--- config.mk ---
export PLATFORM = sky130hd
export DESIGN_NAME = multichannel_echo_median_filter_core_flat
export DESIGN_NICKNAME = d
export VERILOG_FILES = /design/src/hw/rtl/memf_pkg.sv /design/src/hw/rtl/memf_if.sv /design/src/hw/rtl/memf_win_ram.sv /design/src/hw/rtl/memf_ref_hist.sv /design/src/hw/rtl/multichannel_echo_median_filter_core.sv /design/src/flat_wrapper.sv
export SDC_FILE = /design/constraint.sdc
export NUM_CORES = 1
export LEC_CHECK = 0
export BUFFER_PORTS_ARGS = -buffer_cell sky130_fd_sc_hd__buf_2
export CORE_MARGIN = 1.5
export CORE_UTILIZATION = 60
export CTS_BUF_LIST = sky130_fd_sc_hd__clkbuf_4 sky130_fd_sc_hd__clkbuf_8
export DETAILED_ROUTE_END_ITERATION = 8
export PLACE_DENSITY = 0.74
export RECOVER_POWER = 50
export SYNTH_ARGS = -nofsm -noshare
export SYNTH_HDL_FRONTEND = slang
export SYNTH_SLANG_ARGS = --single-unit
export TNS_END_PERCENT = 50
--- constraint.sdc ---
create_clock -name clk -period 28.8 [get_ports clk]
set_input_delay 1.44 -clock clk [delete_from_list [all_inputs] [get_ports clk]]
set_output_delay 1.44 -clock clk [all_outputs]
set_load 0.1 [all_outputs]
--- src/hw/rtl/memf_pkg.sv ---
`default_nettype none

package memf_pkg;

    // field widths
    localparam int CH_W     = 3;
    localparam int ECHO_W   = 15;
    localparam int DIST_W   = 9;
    localparam int FILL_W   = 2;

    // block sizing
    localparam int NUM_CHANNELS = 6;
    localparam int HIST_DEPTH   = 6;
    localparam int CH_IDX_W     = (NUM_CHANNELS > 1) ? $clog2(NUM_CHANNELS) : 1;

    // echo time to cm: q = (echo * DIV_MUL) >> DIV_SHIFT equals echo / 57 for 15-bit echo
    localparam int US_PER_CM = 57;
    localparam int DIV_SHIFT = ECHO_W + 6;
    localparam int DIV_MUL_W = 16;
    localparam logic [DIV_MUL_W-1:0] DIV_MUL =
        DIV_MUL_W'(((1 << DIV_SHIFT) + US_PER_CM - 1) / US_PER_CM);
    localparam int PROD_W = ECHO_W + DIV_MUL_W;
    localparam int QUOT_W = DIST_W + 1;

    localparam logic [DIST_W-1:0] OOR_RESET = DIST_W'(200);

    // fill levels
    localparam logic [FILL_W-1:0] FILL_MEDIAN = FILL_W'(2);
    localparam logic [FILL_W-1:0] FILL_FULL   = FILL_W'(3);

    typedef logic [CH_W-1:0]     chan_t;
    typedef logic [ECHO_W-1:0]   echo_t;
    typedef logic [DIST_W-1:0]   dist_t;
    typedef logic [FILL_W-1:0]   fill_t;
    typedef logic [CH_IDX_W-1:0] chan_idx_t;

    // per-channel window entry: the two newest samples and the fill level
    typedef struct packed {
        fill_t fill;
        dist_t older;
        dist_t newer;
    } win_entry_t;

    // write request into the window store
    typedef struct packed {
        logic       en;
        chan_idx_t  addr;
        win_entry_t data;
    } win_wr_t;

endpackage

`default_nettype wire

--- src/hw/rtl/memf_if.sv ---
`default_nettype none

// echo sample request channel
interface memf_in_if;
    import memf_pkg::*;

    logic  valid;
    logic  ready;
    chan_t channel;
    echo_t echo_us;

    modport source (output valid, output channel, output echo_us, input ready);
    modport sink   (input valid, input channel, input echo_us, output ready);
endinterface

// filtered distance request channel
interface memf_out_if;
    import memf_pkg::*;

    logic  valid;
    logic  ready;
    chan_t channel_out;
    dist_t filtered_cm;
    dist_t ref_min_cm;
    dist_t ref_max_cm;

    modport source (output valid, output channel_out, output filtered_cm,
                    output ref_min_cm, output ref_max_cm, input ready);
    modport sink   (input valid, input channel_out, input filtered_cm,
                    input ref_min_cm, input ref_max_cm, output ready);
endinterface

`default_nettype wire

--- src/hw/rtl/memf_win_ram.sv ---
`default_nettype none

module memf_win_ram (
    input  logic                 clk,
    input  logic                 rst_n,
    input  logic                 rd_en,
    input  memf_pkg::chan_idx_t  rd_addr,
    input  memf_pkg::win_wr_t    wr,
    output memf_pkg::win_entry_t rd_entry
);
    import memf_pkg::*;

    win_entry_t              mem [NUM_CHANNELS];
    win_entry_t              rd_q_reg;
    logic                    rd_vld_reg;
    logic [NUM_CHANNELS-1:0] vld_reg;
    logic                    byp_hit_reg;
    win_entry_t              byp_data_reg;

    // memory write port
    always_ff @(posedge clk)
    begin
        if (wr.en)
        begin
            mem[wr.addr] <= wr.data;
        end
    end

    // registered read port
    always_ff @(posedge clk)
    begin
        if (rd_en)
        begin
            rd_q_reg     <= mem[rd_addr];
            byp_data_reg <= wr.data;
        end
    end

    // entry valid bits, cleared at reset
    always_ff @(posedge clk or negedge rst_n)
    begin
        if (!rst_n)
        begin
            vld_reg     <= '0;
            rd_vld_reg  <= 1'b0;
            byp_hit_reg <= 1'b0;
        end
        else
        begin
            if (wr.en)
            begin
                vld_reg[wr.addr] <= 1'b1;
            end
            if (rd_en)
            begin
                rd_vld_reg  <= vld_reg[rd_addr];
                byp_hit_reg <= wr.en && (wr.addr == rd_addr);
            end
        end
    end

    // forward a write that lands on the same edge as the read
    assign rd_entry = byp_hit_reg ? byp_data_reg : (rd_vld_reg ? rd_q_reg : '0);

endmodule

`default_nettype wire

--- src/hw/rtl/memf_ref_hist.sv ---
`default_nettype none

module memf_ref_hist (
    input  logic            clk,
    input  logic            rst_n,
    input  logic            push,
    input  memf_pkg::dist_t push_val,
    output memf_pkg::dist_t lo_next,
    output memf_pkg::dist_t hi_next
);
    import memf_pkg::*;

    dist_t hist_reg  [HIST_DEPTH];
    dist_t hist_next [HIST_DEPTH];

    // history after this push, oldest first
    always_comb
    begin
        for (int k = 0; k < HIST_DEPTH - 1; k++)
        begin
            hist_next[k] = hist_reg[k + 1];
        end
        hist_next[HIST_DEPTH - 1] = push_val;
    end

    // min and max over the shifted history
    always_comb
    begin
        lo_next = hist_next[0];
        hi_next = hist_next[0];
        for (int k = 1; k < HIST_DEPTH; k++)
        begin
            if (hist_next[k] < lo_next)
            begin
                lo_next = hist_next[k];
            end
            if (hist_next[k] > hi_next)
            begin
                hi_next = hist_next[k];
            end
        end
    end

    // shift line
    always_ff @(posedge clk or negedge rst_n)
    begin
        if (!rst_n)
        begin
            for (int k = 0; k < HIST_DEPTH; k++)
            begin
                hist_reg[k] <= '0;
            end
        end
        else if (push)
        begin
            for (int k = 0; k < HIST_DEPTH; k++)
            begin
                hist_reg[k] <= hist_next[k];
            end
        end
    end

endmodule

`default_nettype wire

--- src/hw/rtl/multichannel_echo_median_filter_core.sv ---
// channel    | dir | payload                                            | handshake
// sample     | in  | channel, echo_us                                   | valid/ready
// result     | out | channel_out, filtered_cm, ref_min_cm, ref_max_cm   | valid/ready
// cfg        | in  | cfg_wr_data (out-of-range limit)                   | cfg_wr_en
//
// one request per cycle unless result stalls; results pass stage 1, then the output register
// stage 0 divides by 57 and reads the window, stage 1 forms median or raw value, writes back
// same-channel requests on adjacent cycles are served by forwarding in the window store
// reset clears the window valid bits, channel-0 value and history at once, no clearing pass
// a stalled result holds stage 1; sample.ready drops only when both stages are full
`default_nettype none

module multichannel_echo_median_filter_core (
    input  logic            clk,
    input  logic            rst_n,
    input  logic            cfg_wr_en,
    input  memf_pkg::dist_t cfg_wr_data,
    memf_in_if.sink         sample,
    memf_out_if.source      result
);
    import memf_pkg::*;

    function automatic dist_t med3(input dist_t a, input dist_t b, input dist_t c);
        dist_t m;
        if ((a <= b && b <= c) || (c <= b && b <= a))
        begin
            m = b;
        end
        else if ((a <= c && c <= b) || (b <= c && c <= a))
        begin
            m = c;
        end
        else
        begin
            m = a;
        end
        return m;
    endfunction

    dist_t              oor_reg;

    logic               accept;
    logic               in_ready;
    logic               ch_ok0;
    chan_idx_t          ch_idx0;
    logic [PROD_W-1:0]  prod0;
    logic [QUOT_W-1:0]  quot0;
    dist_t              dist0;

    logic               s1_vld_reg;
    logic               s1_ok_reg;
    chan_t              s1_ch_reg;
    chan_idx_t          s1_idx_reg;
    dist_t              s1_dist_reg;
    logic               s1_adv;

    win_entry_t         rd_entry;
    win_wr_t            wr;
    dist_t              res1;
    fill_t              fill1_next;
    dist_t              f0_reg;
    dist_t              f0_next;
    dist_t              lo_next;
    dist_t              hi_next;

    logic               out_vld_reg;
    chan_t              out_ch_reg;
    dist_t              out_filt_reg;
    dist_t              out_lo_reg;
    dist_t              out_hi_reg;

    // out-of-range limit register
    always_ff @(posedge clk or negedge rst_n)
    begin
        if (!rst_n)
        begin
            oor_reg <= OOR_RESET;
        end
        else if (cfg_wr_en)
        begin
            oor_reg <= cfg_wr_data;
        end
    end

    // handshake
    assign s1_adv       = s1_vld_reg && (!out_vld_reg || result.ready);
    assign in_ready     = !s1_vld_reg || s1_adv;
    assign sample.ready = in_ready;
    assign accept       = sample.valid && in_ready;

    // stage 0: divide by 57 through the reciprocal, range limit at full precision
    assign ch_ok0  = (32'(sample.channel) < NUM_CHANNELS);
    assign ch_idx0 = CH_IDX_W'(sample.channel);
    assign prod0   = PROD_W'(sample.echo_us) * PROD_W'(DIV_MUL);
    assign quot0   = prod0[DIV_SHIFT +: QUOT_W];
    assign dist0   = (quot0 >= QUOT_W'(oor_reg)) ? '0 : quot0[DIST_W-1:0];

    always_ff @(posedge clk or negedge rst_n)
    begin
        if (!rst_n)
        begin
            s1_vld_reg <= 1'b0;
        end
        else if (in_ready)
        begin
            s1_vld_reg <= sample.valid;
        end
    end

    always_ff @(posedge clk)
    begin
        if (accept)
        begin
            s1_ok_reg   <= ch_ok0;
            s1_ch_reg   <= sample.channel;
            s1_idx_reg  <= ch_idx0;
            s1_dist_reg <= dist0;
        end
    end

    // per-channel window store
    memf_win_ram u_win_ram (
        .clk      (clk),
        .rst_n    (rst_n),
        .rd_en    (accept && ch_ok0),
        .rd_addr  (ch_idx0),
        .wr       (wr),
        .rd_entry (rd_entry)
    );

    // stage 1: raw pass-through while filling, median once two samples are held
    always_comb
    begin
        if (rd_entry.fill < FILL_MEDIAN)
        begin
            res1       = s1_dist_reg;
            fill1_next = rd_entry.fill + FILL_W'(1);
        end
        else
        begin
            res1       = med3(rd_entry.older, rd_entry.newer, s1_dist_reg);
            fill1_next = FILL_FULL;
        end
    end

    assign wr.en         = s1_adv && s1_ok_reg;
    assign wr.addr       = s1_idx_reg;
    assign wr.data.fill  = fill1_next;
    assign wr.data.older = rd_entry.newer;
    assign wr.data.newer = s1_dist_reg;

    // channel-0 filtered value
    assign f0_next = (s1_ok_reg && (s1_idx_reg == '0)) ? res1 : f0_reg;

    always_ff @(posedge clk or negedge rst_n)
    begin
        if (!rst_n)
        begin
            f0_reg <= '0;
        end
        else if (s1_adv)
        begin
            f0_reg <= f0_next;
        end
    end

    // channel-0 history with min and max
    memf_ref_hist u_ref_hist (
        .clk      (clk),
        .rst_n    (rst_n),
        .push     (s1_adv),
        .push_val (f0_next),
        .lo_next  (lo_next),
        .hi_next  (hi_next)
    );

    // output register
    always_ff @(posedge clk or negedge rst_n)
    begin
        if (!rst_n)
        begin
            out_vld_reg <= 1'b0;
        end
        else if (s1_adv)
        begin
            out_vld_reg <= 1'b1;
        end
        else if (result.ready)
        begin
            out_vld_reg <= 1'b0;
        end
    end

    always_ff @(posedge clk)
    begin
        if (s1_adv)
        begin
            out_ch_reg   <= s1_ch_reg;
            out_filt_reg <= s1_ok_reg ? res1 : '0;
            out_lo_reg   <= lo_next;
            out_hi_reg   <= hi_next;
        end
    end

    assign result.valid       = out_vld_reg;
    assign result.channel_out = out_ch_reg;
    assign result.filtered_cm = out_filt_reg;
    assign result.ref_min_cm  = out_lo_reg;
    assign result.ref_max_cm  = out_hi_reg;

`ifndef SYNTHESIS
    // an accepted request always occupies stage 1 on the next cycle
    a_accept_fills_s1: assert property (@(posedge clk) disable iff (!rst_n)
        accept |=> s1_vld_reg)
        else $error("accepted request missing from stage 1");

    // while filling, the raw distance is passed through
    a_fill_raw: assert property (@(posedge clk) disable iff (!rst_n)
        (s1_adv && s1_ok_reg && (rd_entry.fill < FILL_MEDIAN))
        |=> (out_filt_reg == $past(s1_dist_reg)))
        else $error("raw distance not passed while filling");

    // history bounds stay ordered
    a_min_le_max: assert property (@(posedge clk) disable iff (!rst_n)
        out_vld_reg |-> (out_lo_reg <= out_hi_reg))
        else $error("history minimum above maximum");

    // an unknown channel leaves the channel-0 value alone
    a_bad_ch_keeps_f0: assert property (@(posedge clk) disable iff (!rst_n)
        (s1_adv && !s1_ok_reg) |=> (f0_reg == $past(f0_reg)))
        else $error("channel-0 value changed by unknown channel");
`endif

endmodule

`default_nettype wire
--- src/flat_wrapper.sv ---
// flat-port wrapper written by rule: the top's interface ports become plain ports
module multichannel_echo_median_filter_core_flat import memf_pkg::*;
  (clk, rst_n, cfg_wr_en, cfg_wr_data, sample_valid, sample_channel, sample_echo_us, sample_ready, result_valid, result_channel_out, result_filtered_cm, result_ref_min_cm, result_ref_max_cm, result_ready);
  memf_in_if sample_i ();
  memf_out_if result_i ();
  input  logic clk;
  input  logic rst_n;
  input  logic cfg_wr_en;
  input  memf_pkg::dist_t cfg_wr_data;
  input wire logic [$bits(sample_i.valid)-1:0] sample_valid;
  input wire logic [$bits(sample_i.channel)-1:0] sample_channel;
  input wire logic [$bits(sample_i.echo_us)-1:0] sample_echo_us;
  output wire logic [$bits(sample_i.ready)-1:0] sample_ready;
  output wire logic [$bits(result_i.valid)-1:0] result_valid;
  output wire logic [$bits(result_i.channel_out)-1:0] result_channel_out;
  output wire logic [$bits(result_i.filtered_cm)-1:0] result_filtered_cm;
  output wire logic [$bits(result_i.ref_min_cm)-1:0] result_ref_min_cm;
  output wire logic [$bits(result_i.ref_max_cm)-1:0] result_ref_max_cm;
  input wire logic [$bits(result_i.ready)-1:0] result_ready;
  assign sample_i.valid = sample_valid;
  assign sample_i.channel = sample_channel;
  assign sample_i.echo_us = sample_echo_us;
  assign sample_ready = sample_i.ready;
  assign result_valid = result_i.valid;
  assign result_channel_out = result_i.channel_out;
  assign result_filtered_cm = result_i.filtered_cm;
  assign result_ref_min_cm = result_i.ref_min_cm;
  assign result_ref_max_cm = result_i.ref_max_cm;
  assign result_i.ready = result_ready;
  multichannel_echo_median_filter_core u_core (.clk(clk), .rst_n(rst_n), .cfg_wr_en(cfg_wr_en), .cfg_wr_data(cfg_wr_data), .sample(sample_i), .result(result_i));
endmodule
* After elaboration in Yosys (flattened, before gate mapping)
Memory sizes are Yosys's and may differ from the RTL's. A register that Yosys moved wholly into a read port is not among the register bits.
Cells that the tools add are included.
** Storage, ports and cells
- Bits in writable memories :: 120
- Output and inout port bits :: 32
- Bits of input ports :: 32
- Flip-flop bits (word level) :: 127
- Memories kept :: 1
- Word-level logic and storage cells :: 92
** Cells by class
- Reductions and logical operators :: 19
- Equality and inequality tests :: 1
- Bitwise logic cells :: 1
- Multiply operators :: 1
- Mux-type cells :: 25
- Order comparisons :: 22
- Add/subtract/negate cells :: 1
** Memories
- u_core.u_win_ram.mem :: words 6, width 20, read ports 1, clocked after memory_dff 1, wr ports 1, line memf_win_ram.sv:13 : win_entry_t mem [NUM_CHANNELS];
** Operator list (number)
- $mux 9 :: 14
- $le 9x9->1 :: 6
- $gt 9x9->1 :: 5
- $lt 9x9->1 :: 5
- $mux 20 :: 2
- $mul 15x16->31 const B :: 1
- $logic_and 1x1->1 :: 11
- $ge 10x9->1 :: 1
- $lt 3x4->1 const B :: 2
- $mux 1 :: 6
- $or 6x6->6 :: 1
- $logic_or 1x1->1 :: 4
- $bmux 1 s3 :: 1
- $demux 1 s3 :: 1
- $eq 3x3->1 :: 1
- $ge 3x1->1 const B :: 1
- $logic_not 3->1 :: 1
- $lt 3x3->1 const B :: 1
- $add 2x1->2 const B :: 1
- $logic_not 1->1 :: 2
- $lt 2x2->1 const B :: 1
- $mux 2 :: 1
- $reduce_bool 2->1 :: 1

* Depth between registers and ports, before layout
Gate-level depths: netlist of run 1.
- Depth after elaboration :: 11
- Depth in mapped cells :: 48
- Mapped depth without buffers :: 44

* Hierarchy
A second synthesis of run 1 with hierarchy kept.
** Unflattened totals
- Cell total of the unflattened synthesis :: 1583
- Area, all modules :: 18544.0 µm²
** By module, submodules not included
- multichannel_echo_median_filter_core :: times used 1, sequential area each 1795.5 µm², area an instance 7300.8 µm², cells an instance 687
- memf_win_ram :: times used 1, sequential area each 5004.8 µm², area an instance 6332.3 µm², cells an instance 314
- memf_ref_hist :: times used 1, sequential area each 1126.1 µm², area an instance 4911.0 µm², cells an instance 582

* Worst setup path after synthesis of run 1
OpenSTA, ideal clock, no wires.
- Kind :: flip-flop to flip-flop
- From :: register u_core.u_ref_hist.hist_reg, in the netlist u_core.u_ref_hist.hist_next[42]
- To :: register u_core.out_hi_reg[1] (netlist: u_core.result.ref_max_cm[1]) (data pin)
- Path buffers :: 3
- Data arrival time :: 9057 ps
- Required time :: 28529 ps
- Setup time :: 271 ps
- Period minus slack after synthesis :: 9328 ps
- Path slack :: 19472 ps
- Cell stages (with the launch flop) :: 43
- Path through :: dfrtp_1 > ha_1 > a211oi_1 > nor2_1 > nor3_2 > clkbuf_1 > mux2i_1 > ha_1 > nand3_1 > o21ai_0 > mux2i_1 > mux2_2 > a211oi_4 > mux2_2 > ha_1 > nor2b_1 > o21ai_0 > a21oi_1 > [... 7 more ...] > ha_1 > or4_1 > o21ai_0 > a211oi_1 > o21ai_0 > a21o_1 > buf_2 > mux2i_1 > ha_1 > nor2b_1 > o21a_1 > o21a_1 > o221ai_1 > a21boi_0 > o2bb2ai_1 > mux2i_1 > a22oi_1 > o211ai_1
** On the way
- Word-level cells in the longest chain between the ends :: 10
** Ends and longest elaborated chain
- from (decl) :: line memf_ref_hist.sv:13 : dist_t hist_reg [HIST_DEPTH];
- from (signal, indexed assignment) :: line memf_ref_hist.sv:58 : hist_reg[k] <= hist_next[k];
- $gt 9x9->1 :: line memf_ref_hist.sv:37 : if (hist_next[k] > hi_next)
- $mux 9 (*) :: line memf_ref_hist.sv:37
- $gt 9x9->1 :: line memf_ref_hist.sv:37
- $mux 9 (*) :: line memf_ref_hist.sv:37
- $gt 9x9->1 :: line memf_ref_hist.sv:37
- $mux 9 (*) :: line memf_ref_hist.sv:37
- $gt 9x9->1 :: line memf_ref_hist.sv:37
- $mux 9 (*) :: line memf_ref_hist.sv:37
- $gt 9x9->1 :: line memf_ref_hist.sv:37
- $mux 9 (*) :: line memf_ref_hist.sv:37
- named net u_core.hi_next[1] :: line multichannel_echo_median_filter_core.sv:64 : dist_t hi_next;
- to (signal assigned) :: line multichannel_echo_median_filter_core.sv:201 : out_hi_reg <= hi_next;
- to (decl) :: line multichannel_echo_median_filter_core.sv:70 : dist_t out_hi_reg;
Mark *: on every way through the listed nets, which the timed path passes. The rest lies on a longest branch.
A chain may end at the register's enable or synchronous reset.

* Final worst setup path of run 1
- From :: register u_core.u_ref_hist.hist_reg, in the netlist u_core.u_ref_hist.hist_next[42]
- To :: register u_core.out_lo_reg[8] (netlist: u_core.result.ref_min_cm[8]) (data pin)
** On the way
- Word-level cells in the longest chain between the ends :: 10
** Ends and longest elaborated chain
- $lt 9x9->1 :: line memf_ref_hist.sv:33 : if (hist_next[k] < lo_next)
- $mux 9 (*) :: line memf_ref_hist.sv:33
- $lt 9x9->1 :: line memf_ref_hist.sv:33
- $mux 9 (*) :: line memf_ref_hist.sv:33
- $lt 9x9->1 :: line memf_ref_hist.sv:33
- $mux 9 (*) :: line memf_ref_hist.sv:33
- $lt 9x9->1 :: line memf_ref_hist.sv:33
- $mux 9 (*) :: line memf_ref_hist.sv:33
- $lt 9x9->1 :: line memf_ref_hist.sv:33
- $mux 9 (*) :: line memf_ref_hist.sv:33
- named net u_core.lo_next[8] :: line multichannel_echo_median_filter_core.sv:63 : dist_t lo_next;
- to (signal assigned) :: line multichannel_echo_median_filter_core.sv:200 : out_lo_reg <= lo_next;
- to (decl) :: line multichannel_echo_median_filter_core.sv:69 : dist_t out_lo_reg;
Marks and branches as above.

==> impl_metrics.csv, run 1 <==
group,metric,value,unit
logic_synthesis,synth_cell_types,75,
die,die_h,175,microns
clocking,clk_latency,0.58,ns
detailed_routing,vias_per_cell,5.85,
cells_and_area,nNetsFinal,1938,
detailed_routing,via_count,11800,
status,status,"finished with violations",
timing,slew_headroom,-144,%
clocking,cts_hold_repair.buffers,0,
timing,grt_setup_unrepaired,"no",
critical_path,max_stage_delay,1.04,ns
critical_path,cp_max_fo,18,
clocking,post_cts_resized,0,
die,initial_core_util,61.4,%
cells_and_area,largest_register_ffs,120,
grt,grt_pass1_vias,12200,
logic_synthesis,synthTopCellsByArea,"edfxtp_1 34%, ha_1 16%, fa_1 8.9%",
timing,tns,0,ns
logic_synthesis,synth_most_common_cell,"ha_1",
cells_and_area,regMostFlops,"u_core.u_win_ram.mem",
logic_synthesis,synth_top_area_cell,"edfxtp_1",
detailed_routing,ant_nets,0,
die,core_area,0.0289,sq mm
critical_path,cp.required,29.07,ns
critical_path,start_kind,"flop",
die,rows,62,
timing,finalClockSkew,0.0303,ns
logic_synthesis,async_flop_share,24.0,%
grt,grt_max_degree,76,
detailed_routing,drc,0,
grt,antenna_found_initial,0,
logic_synthesis,synth_top_cell_area_share,34.3,%
timing,setup_violations,0,
logic_synthesis,synth_warnings,0,
hold_path,hold_class,"reg2reg",
detailed_routing,first_pass_iters,5,
timing,hold_violations,0,
logic_synthesis,synthTopCellsByCount,"223 x ha_1, 207 x inv_1, 203 x edfxtp_1",
logic_synthesis,synth_flop_cell,"edfxtp_1",
die,die_area,0.0307,sq mm
detailed_routing,detail_route.wl_per_cell,19.2,microns
grt,grt_pass1_wl,63500,microns
detailed_routing,finalWirelength,38700,microns
timing,min_period_over_period,39.4,%
clocking,htree_num_levels,2,
timing,max_slew.worst_pin.slew,3.66,ns
cells_and_area,diodes,0,
die,die_w,175,microns
clocking,cts-root-buf,"clkbuf_8",
detailed_routing,drt_first_iter_violations,938,
job,max_cap_violations,7,
timing,max_freq,88.2,MHz
clocking,cts.sinks,267,
grt,grt-ovfl-total,0,
cells_and_area,syn2layout_area_growth,9.18,%
clocking,cts_tree,"yes",
cells_and_area,final_layout_size_suffix_gt1_share,12.6,%
placement,io_buffers,63,
logic_synthesis,synthCells,1519,
critical_path,end_kind,"flop",
critical_path,crit_top_cell,"ha_1",
placement,hpwl,28400,microns
clocking,clkTransAtPathRegs,0.06,ns
critical_path,critPathSlowestCell,"o41ai_2",
timing,slew_violations,260,
logic_synthesis,syn-cell-area,0.0178,sq mm
logic_synthesis,synth_nets,1853,
clocking,postCtsSetupBuffers,0,
placement,routabilityCongestion,0.922,
critical_path,arrival,11.61,ns
logic_synthesis,post_synth.cell_area_avg,11.7,sq um
logic_synthesis,seq_area_frac_synth,43.3,%
logic_synthesis,synth_edf_count,203,
clocking,numCtsBuffers,42,
status,violations,"max-capacitance violations, max-slew violations",
timing,fin_crit,11.34,ns
die,num_io_pins,64,
logic_synthesis,synth-seq-cells,267,
clocking,cts_buffer_depth,3,
grt,grt_usage,26.3,%
critical_path,worst-setup-path-type,"reg2reg",
[layer usage]
layer  vias to the layer above  global-route usage [%]  routed length, microns
li1                       5661                       -                       -
met1                      5756                    36.0                   17300
met2                       354                    44.0                   18400
met3                        61                    3.81                    2170
met4                         0                    7.34                     809
met5                         -                       0                       0
[stage by stage]
step           instance area (sq um)  utilization, %  setup slack (ns)  std cells  hold slack [ns]
3_3_place_gp                   18600            64.2             18.03       1944            0.448
5_1_grt                        19400            67.1             16.38       2022            0.478
4_1_cts                        19500            67.3             17.65       2022            0.465
3_5_place_dp                   18600            64.2             17.63       1944            0.450
2_1_floorplan                  17800               -             19.47       1519            0.424
6_report                       19400            67.1             17.46       2022            0.465
[logic make-up (layout without fill, tap and decap cells)]
group / count (synthesis) / after routing / synth area share (%)
adder cells (fa/ha/maj): 302 / 302 / 24.6
XOR/XNOR: 8 / 8 / 0.394
buffers and inverters: 248 / 367 / 5.26
flip-flops: 267 / 267 / 43.3
AND/OR/NAND/NOR: 295 / 295 / 7.95
AO/OA/AOI/OAI: 299 / 299 / 11.3
multiplexers: 100 / 100 / 7.19
[worst max-delay path: cells and delay by family (launching register included)]
kind,cells,cell delay (ns)
DFF,1,0.43
adders and majority gates,5,1.61
AOI/OAI and AO/OA,20,6.20
muxes,3,0.86
buffers and inverters,2,0.17
and+or+nand+nor,6,1.77
[layout by cell type (no fill, tap or decap), types with 9 or more instances in the layout]
cell	instances
a22oi_1	22
clkbuf_4	14
mux2_2	12
buf_4	10
nand4_1	15
a21o_1	26
nor2_1	66
buf_2	60
nand2b_1	14
mux2i_1	67
dfrtp_1	61
clkbuf_1	12
inv_1	206
edfxtp_1	203
nand3_1	17
clkbuf_8	46
o21ai_0	83
o211ai_1	9
a21oi_1	64
nor2b_1	17
ha_1	223
mux4_2	21
fa_1	79
o31a_1	10
nand2_1	104
nor3_1	10
[area by class of cell]
type | count | area, sq um
Multi-Input combinational cell | 1004 | 9160
Clock buffer | 60 | 738
Timing Repair Buffer | 82 | 420
Inverter | 207 | 777
Clock inverter | 18 | 135
Sequential cell | 267 | 7700
Fill cell | 2186 | 9520
Tap cell | 384 | 480
[path summary, 6_finish.rpt]
check / from / to / slack, ns / cells after the start
setup / recovery: u_core.u_ref_hist.hist_next[42] / u_core.result.ref_min_cm[8] / 17.46 / 36
hold / removal: u_core.u_win_ram.vld_reg[2] / u_core.u_win_ram.vld_reg[2] / 0.46 / 1
setup reg to reg: u_core.u_ref_hist.hist_next[42] / u_core.result.ref_min_cm[8] / 17.46 / 36
hold reg to reg: u_core.u_win_ram.vld_reg[2] / u_core.u_win_ram.vld_reg[2] / 0.46 / 1
max in group asynchronous: rst_n / u_core.f0_reg[3] / 24.48 / 2
min in group asynchronous: rst_n / u_core.u_ref_hist.hist_next[20] / 2.22 / 2
Power of run 1 is left out: the tool's default activity adds up to more than one toggle a clock period on the data nets, which glitch-free logic cannot reach.
==> run 2: changes to the inputs <==
--- a/config.mk
+++ b/config.mk
@@ -7,10 +7,10 @@
 export LEC_CHECK = 0
 export BUFFER_PORTS_ARGS = -buffer_cell sky130_fd_sc_hd__buf_2
 export CORE_MARGIN = 1.5
-export CORE_UTILIZATION = 60
+export CORE_UTILIZATION = 59
 export CTS_BUF_LIST = sky130_fd_sc_hd__clkbuf_4 sky130_fd_sc_hd__clkbuf_8
 export DETAILED_ROUTE_END_ITERATION = 8
-export PLACE_DENSITY = 0.74
+export PLACE_DENSITY = 0.75
 export RECOVER_POWER = 50
 export SYNTH_ARGS = -nofsm -noshare
 export SYNTH_HDL_FRONTEND = slang
==> constraint.sdc (replaced) <==
create_clock -name clk -period 9.6 [get_ports clk]
set_input_delay 0.48 -clock clk [delete_from_list [all_inputs] [get_ports clk]]
set_output_delay 0.48 -clock clk [all_outputs]
set_load 0.1 [all_outputs]
==> impl_metrics.csv, run 2 (synthesized netlist as in run 1, its figures left out) <==
group,metric,value,unit
grt,grt_usage,27.8,%
grt,antenna_found_initial,0,
clocking,cts.sinks,267,
hold_path,min-delay-start,"cfg_wr_data[1]",
critical_path,cp_max_fo,17,
critical_path,max_stage_delay,0.51,ns
detailed_routing,via_count,12400,
critical_path,start_kind,"flop",
timing,slew_violations,380,
cells_and_area,syn2layout_area_growth,11.7,%
cells_and_area,final_area,0.0199,sq mm
critical_path,critPathSlowestCell,"or4_1",
status,status,"finished with violations",
detailed_routing,detail_route.wl_per_cell,20.6,microns
critical_path,r2r_end,"u_core.result.ref_max_cm[8]",
critical_path,arrival,9.48,ns
hold_path,holdPathEnd,"u_core.oor_reg[1]",
placement,routabilityCongestion,0.987,
critical_path,cp.required,10.01,ns
die,die_area,0.0312,sq mm
die,num_io_pins,64,
cells_and_area,nFillCells,2281,
clocking,numCtsBuffers,44,
timing,fin_crit,9.07,ns
timing,fin_ws,0.529,ns
timing,setup_violations,0,
grt,grt_pass1_wl,66600,microns
cells_and_area,nNetsFinal,1973,
die,die_h,177,microns
grt,grt_max_degree,76,
critical_path,worst-setup-path-type,"reg2reg",
hold_path,hold_class,"in2reg",
die,die_w,177,microns
placement,dp.cells,1963,
clocking,cts_tree,"yes",
detailed_routing,drt_first_iter_violations,1002,
placement,place_area,0.0187,sq mm
cells_and_area,regMostFlops,"u_core.u_win_ram.mem",
cells_and_area,final_cell_mix,"223 x ha_1, 206 x inv_1, 203 x edfxtp_1",
critical_path,crit_top_cell,"ha_1",
cells_and_area,layout_commonest_cell,"ha_1",
cells_and_area,multi_input_area,0.00931,sq mm
critical_path,rrSetupSlack,0.53,ns
timing,slew_headroom,-158,%
clocking,clkTransAtPathRegs,0.07,ns
placement,hpwl,30700,microns
clocking,cts-root-buf,"clkbuf_8",
status,violations,"max-capacitance violations, max-slew violations",
detailed_routing,drc,0,
detailed_routing,ant_nets,0,
cells_and_area,utilization,67.0,%
timing,finalClockSkew,0.0434,ns
die,core_area,0.0296,sq mm
clocking,clk_latency,0.59,ns
clocking,cts_buffer_depth,3,
critical_path,reg2reg_depth,46,
job,max_cap_violations,9,
timing,hold_violations,0,
grt,grt_pass1_vias,12300,
placement,place_ws,-0.260,ns
cells_and_area,final_layout_size_suffix_gt1_share,14.2,%
timing,max_freq,110,MHz
hold_path,whs_path_depth,3,
grt,grt-ovfl-total,0,
clocking,cts_hold_repair.buffers,0,
detailed_routing,finalWirelength,42500,microns
die,initial_core_util,60.0,%
critical_path,r2r_start,"u_core.u_ref_hist.hist_next[38]",
cells_and_area,final_cells,2064,
detailed_routing,first_pass_iters,6,
critical_path,end_kind,"flop",
timing,min_period_over_period,94.5,%
clocking,htree_num_levels,2,
cells_and_area,seq_area,0.00770,sq mm
placement,io_buffers,63,
cells_and_area,largest_register_ffs,120,
timing,max_slew.worst_pin.slew,3.87,ns
detailed_routing,vias_per_cell,5.99,
die,rows,63,
==> run 2: layer usage <==
metal,share of wire (%),track usage (%),vias to the layer above
met5,0,0,-
met4,3.5,10.9,0
met3,6.9,4.13,107
met2,46,44.1,457
met1,43,38.8,6055
li1,-,-,5735
==> run 2: final cells by class <==
class	count	share of cell area, %
multi-input cells	1004	46.9
diodes	1	0.0126
inverters	207	3.91
well taps	390	2.46
clock inverters	20	0.882
flip-flops and latches	267	38.8
clock buffers	60	3.75
repair buffers	115	3.33
==> run 2: worst max-delay path by stage <==
stage,start,end,slack [ns],cells after the start
after floorplan,u_core.u_ref_hist.hist_next[42],u_core.result.ref_max_cm[1],0.27,42
after global placement,u_core.u_ref_hist.hist_next[42],u_core.result.ref_max_cm[4],-0.19,41
after detailed placement,u_core.u_ref_hist.hist_next[42],u_core.result.ref_min_cm[4],-0.26,40
after CTS,u_core.u_ref_hist.hist_next[42],u_core.result.ref_min_cm[0],0.04,43
after global routing,u_core.u_ref_hist.hist_next[38],u_core.result.ref_max_cm[2],-0.03,45
final,u_core.u_ref_hist.hist_next[38],u_core.result.ref_max_cm[8],0.53,46
==> run 2: repair_timing <==
action                                  in CTS  in global routing
endpoints found under the setup margin      16                 18
hold endpoints to repair                     0                  0
pin swaps                                    2                 10
buffers inserted                             3                 17
resized for setup                            2                 36
==> run 2: stage by stage <==
| stage | hold WS [ns] | TNS, ns |
|---|---|---|
| 6_report | 0.106 | 0 |
| 5_1_grt | 0.111 | -0.0617 |
| 4_1_cts | 0.0886 | 0 |
| 3_5_place_dp | 0.454 | -3.27 |
| 3_3_place_gp | 0.449 | -1.09 |
| 2_1_floorplan | 0.184 | 0 |
==> run 2: worst max-delay path: cells and delay by family, from the launching register on <==
kind                     cells  cell delay, ns
AO/OA/AOI/OAI               20            3.44
adder cells (fa/ha/maj)      5            1.46
buffers and inverters        6            0.97
flip-flops                   1            0.42
multiplexers                 5            1.27
AND/OR/NAND/NOR             10            1.35
Power of run 2 is left out for the same reason.
==> run 3: changes to the inputs <==
--- a/config.mk
+++ b/config.mk
@@ -5,6 +5,7 @@
 export SDC_FILE = /design/constraint.sdc
 export NUM_CORES = 1
 export LEC_CHECK = 0
+export ABC_AREA = 1
 export BUFFER_PORTS_ARGS = -buffer_cell sky130_fd_sc_hd__buf_2
 export CORE_MARGIN = 1.5
 export CORE_UTILIZATION = 59
==> impl_metrics.csv, run 3 <==
group,metric,value,unit
logic_synthesis,synthTopCellsByArea,"edfxtp_1 34%, ha_1 16%, fa_1 8.8%",
detailed_routing,detail_route.wl_per_cell,17.9,microns
timing,slew_headroom,-137,%
logic_synthesis,synthCells,1816,
logic_synthesis,synth_cell_types,58,
timing,finalClockSkew,0.0285,ns
timing,tns,0,ns
cells_and_area,final_cells,2317,
clocking,cts_hold_repair.buffers,0,
clocking,clk_latency,0.57,ns
grt,grt_max_degree,70,
timing,hold_violations,0,
cells_and_area,multi_input_area,0.00905,sq mm
logic_synthesis,synth_most_common_cell,"nand2_1",
hold_path,min-delay-start,"cfg_wr_data[1]",
logic_synthesis,synthTopCellsByCount,"385 x nand2_1, 247 x inv_1, 223 x ha_1",
critical_path,max_stage_delay,0.42,ns
logic_synthesis,synth_flop_cell,"edfxtp_1",
logic_synthesis,synth-seq-cells,267,
detailed_routing,via_count,13300,
timing,max_freq,119,MHz
die,rows,63,
placement,io_buffers,63,
logic_synthesis,synth_nets,2150,
die,core_area,0.0297,sq mm
cells_and_area,final_area,0.0195,sq mm
cells_and_area,largest_register_ffs,120,
cells_and_area,diodes,0,
timing,setup_violations,0,
die,die_h,177,microns
die,num_io_pins,64,
cells_and_area,layout_commonest_cell,"nand2_1",
timing,slew_violations,262,
critical_path,rrSetupSlack,1.18,ns
clocking,numCtsBuffers,44,
critical_path,critPathSlowestCell,"dfrtp_1",
timing,max_slew.worst_pin.slew,3.56,ns
die,die_w,177,microns
critical_path,reg2reg_depth,56,
timing,grt_setup_unrepaired,"no",
placement,dp.cells,2238,
placement,hpwl,30400,microns
die,initial_core_util,60.2,%
timing,whs,0.137,ns
clocking,cts_tree,"yes",
status,status,"finished with violations",
detailed_routing,vias_per_cell,5.75,
detailed_routing,first_pass_iters,8,
clocking,postCtsSetupBuffers,0,
die,die_area,0.0314,sq mm
critical_path,arrival,8.70,ns
status,violations,"max-capacitance violations, max-slew violations",
logic_synthesis,async_flop_share,24.0,%
timing,min_period_over_period,87.7,%
cells_and_area,final_cell_mix,"385 x nand2_1, 246 x inv_1, 223 x ha_1",
grt,grt_pass1_wl,67100,microns
logic_synthesis,synth_edf_count,203,
placement,routabilityCongestion,0.911,
grt,grt-ovfl-total,0,
detailed_routing,ant_nets,0,
cells_and_area,regMostFlops,"u_core.u_win_ram.mem",
cells_and_area,seq_area,0.00770,sq mm
critical_path,crit_top_cell,"nand2_1",
clocking,cts_buffer_depth,3,
critical_path,r2r_end,"u_core.result.ref_max_cm[6]",
critical_path,end_kind,"flop",
placement,place_area,0.0186,sq mm
clocking,clkTransAtPathRegs,0.07,ns
cells_and_area,syn2layout_area_growth,8.98,%
hold_path,hold_class,"in2reg",
logic_synthesis,seq_area_frac_synth,43.1,%
critical_path,r2r_start,"u_core.u_ref_hist.hist_next[44]",
critical_path,crit_buf_inv,4,
clocking,cts-root-buf,"clkbuf_8",
hold_path,holdPathEnd,"u_core.oor_reg[1]",
clocking,cts.sinks,267,
logic_synthesis,synth_top_cell_area_share,34.1,%
critical_path,cpLargestDelayFamily,"simple AND/OR/NAND/NOR gates",
cells_and_area,final_layout_size_suffix_gt1_share,8.46,%
clocking,post_cts_resized,0,
grt,grt_pass1_vias,13300,
cells_and_area,nNetsFinal,2228,
critical_path,cp_max_fo,20,
logic_synthesis,syn-cell-area,0.0179,sq mm
job,max_cap_violations,5,
detailed_routing,drc,0,
cells_and_area,nFillCells,2375,
clocking,htree_num_levels,2,
hold_path,whs_path_depth,3,
critical_path,cp.required,9.88,ns
logic_synthesis,post_synth.cell_area_avg,9.85,sq um
grt,antenna_found_initial,0,
critical_path,worst-setup-path-type,"reg2reg",
detailed_routing,finalWirelength,41400,microns
timing,fin_crit,8.42,ns
logic_synthesis,synth_top_area_cell,"edfxtp_1",
logic_synthesis,synth_warnings,0,
grt,grt_usage,27.4,%
detailed_routing,drt_first_iter_violations,813,
critical_path,start_kind,"flop",
run 3: worst max-delay path by stage:
stage | slack, ns | end | cells after the start | startpoint
floorplan | 2.40 | u_core.result.ref_max_cm[7] | 58 | u_core.u_ref_hist.hist_next[44]
global placement | 1.47 | u_core.result.ref_max_cm[4] | 56 | u_core.u_ref_hist.hist_next[44]
detailed placement | 1.11 | u_core.result.ref_max_cm[2] | 52 | u_core.u_ref_hist.hist_next[44]
CTS | 1.05 | u_core.result.ref_max_cm[6] | 56 | u_core.u_ref_hist.hist_next[44]
global route | 0.08 | u_core.result.ref_max_cm[6] | 58 | u_core.u_ref_hist.hist_next[40]
finish | 1.18 | u_core.result.ref_max_cm[6] | 56 | u_core.u_ref_hist.hist_next[44]
run 3: layer usage:
metal | wire length (microns) | global-route usage, % | vias up
met3 | 2540 | 4.70 | 87
li1 | - | - | 6387
met2 | 19700 | 44.7 | 384
met4 | 1050 | 8.12 | 0
met1 | 18200 | 37.7 | 6463
met5 | 0 | 0 | -
run 3: cells by family after synthesis:
| group | after synthesis | synth area share [%] |
|---|---|---|
| and+or+nand+nor | 573 | 13.6 |
| AOI/OAI and AO/OA | 363 | 11.9 |
| buffers and inverters | 302 | 6.50 |
| adders and majority gates | 302 | 24.4 |
| DFF | 267 | 43.1 |
| xor gates and xnor gates | 8 | 0.392 |
| muxes | 1 | 0.0630 |
run 3: area by class of cell:
| class | instances | area share [%] |
|---|---|---|
| Multi-Input combinational cell | 1247 | 46.4 |
| Sequential cell | 267 | 39.5 |
| Inverter | 253 | 4.90 |
| Clock buffer | 60 | 3.88 |
| Tap cell | 390 | 2.50 |
| Timing Repair Buffer | 81 | 2.02 |
| Clock inverter | 19 | 0.732 |
run 3: through the flow:
stage / setup WS, ns / util [%]
final: 1.18 / 65.6
after floorplan: 2.40 / -
after global placement: 1.47 / 62.7
after global routing: 0.0773 / 65.6
after CTS: 1.05 / 65.7
after detailed placement: 1.11 / 62.7
run 3: worst reg2reg max path, delay by kind of cell (launching register included):
family | cells | cell delay [ns]
flip-flops | 1 | 0.42
AO/OA/AOI/OAI | 14 | 1.89
adder cells (fa/ha/maj) | 5 | 1.48
buffers and inverters | 4 | 0.72
AND/OR/NAND/NOR | 33 | 3.62
Power of run 3 is left out for the same reason.
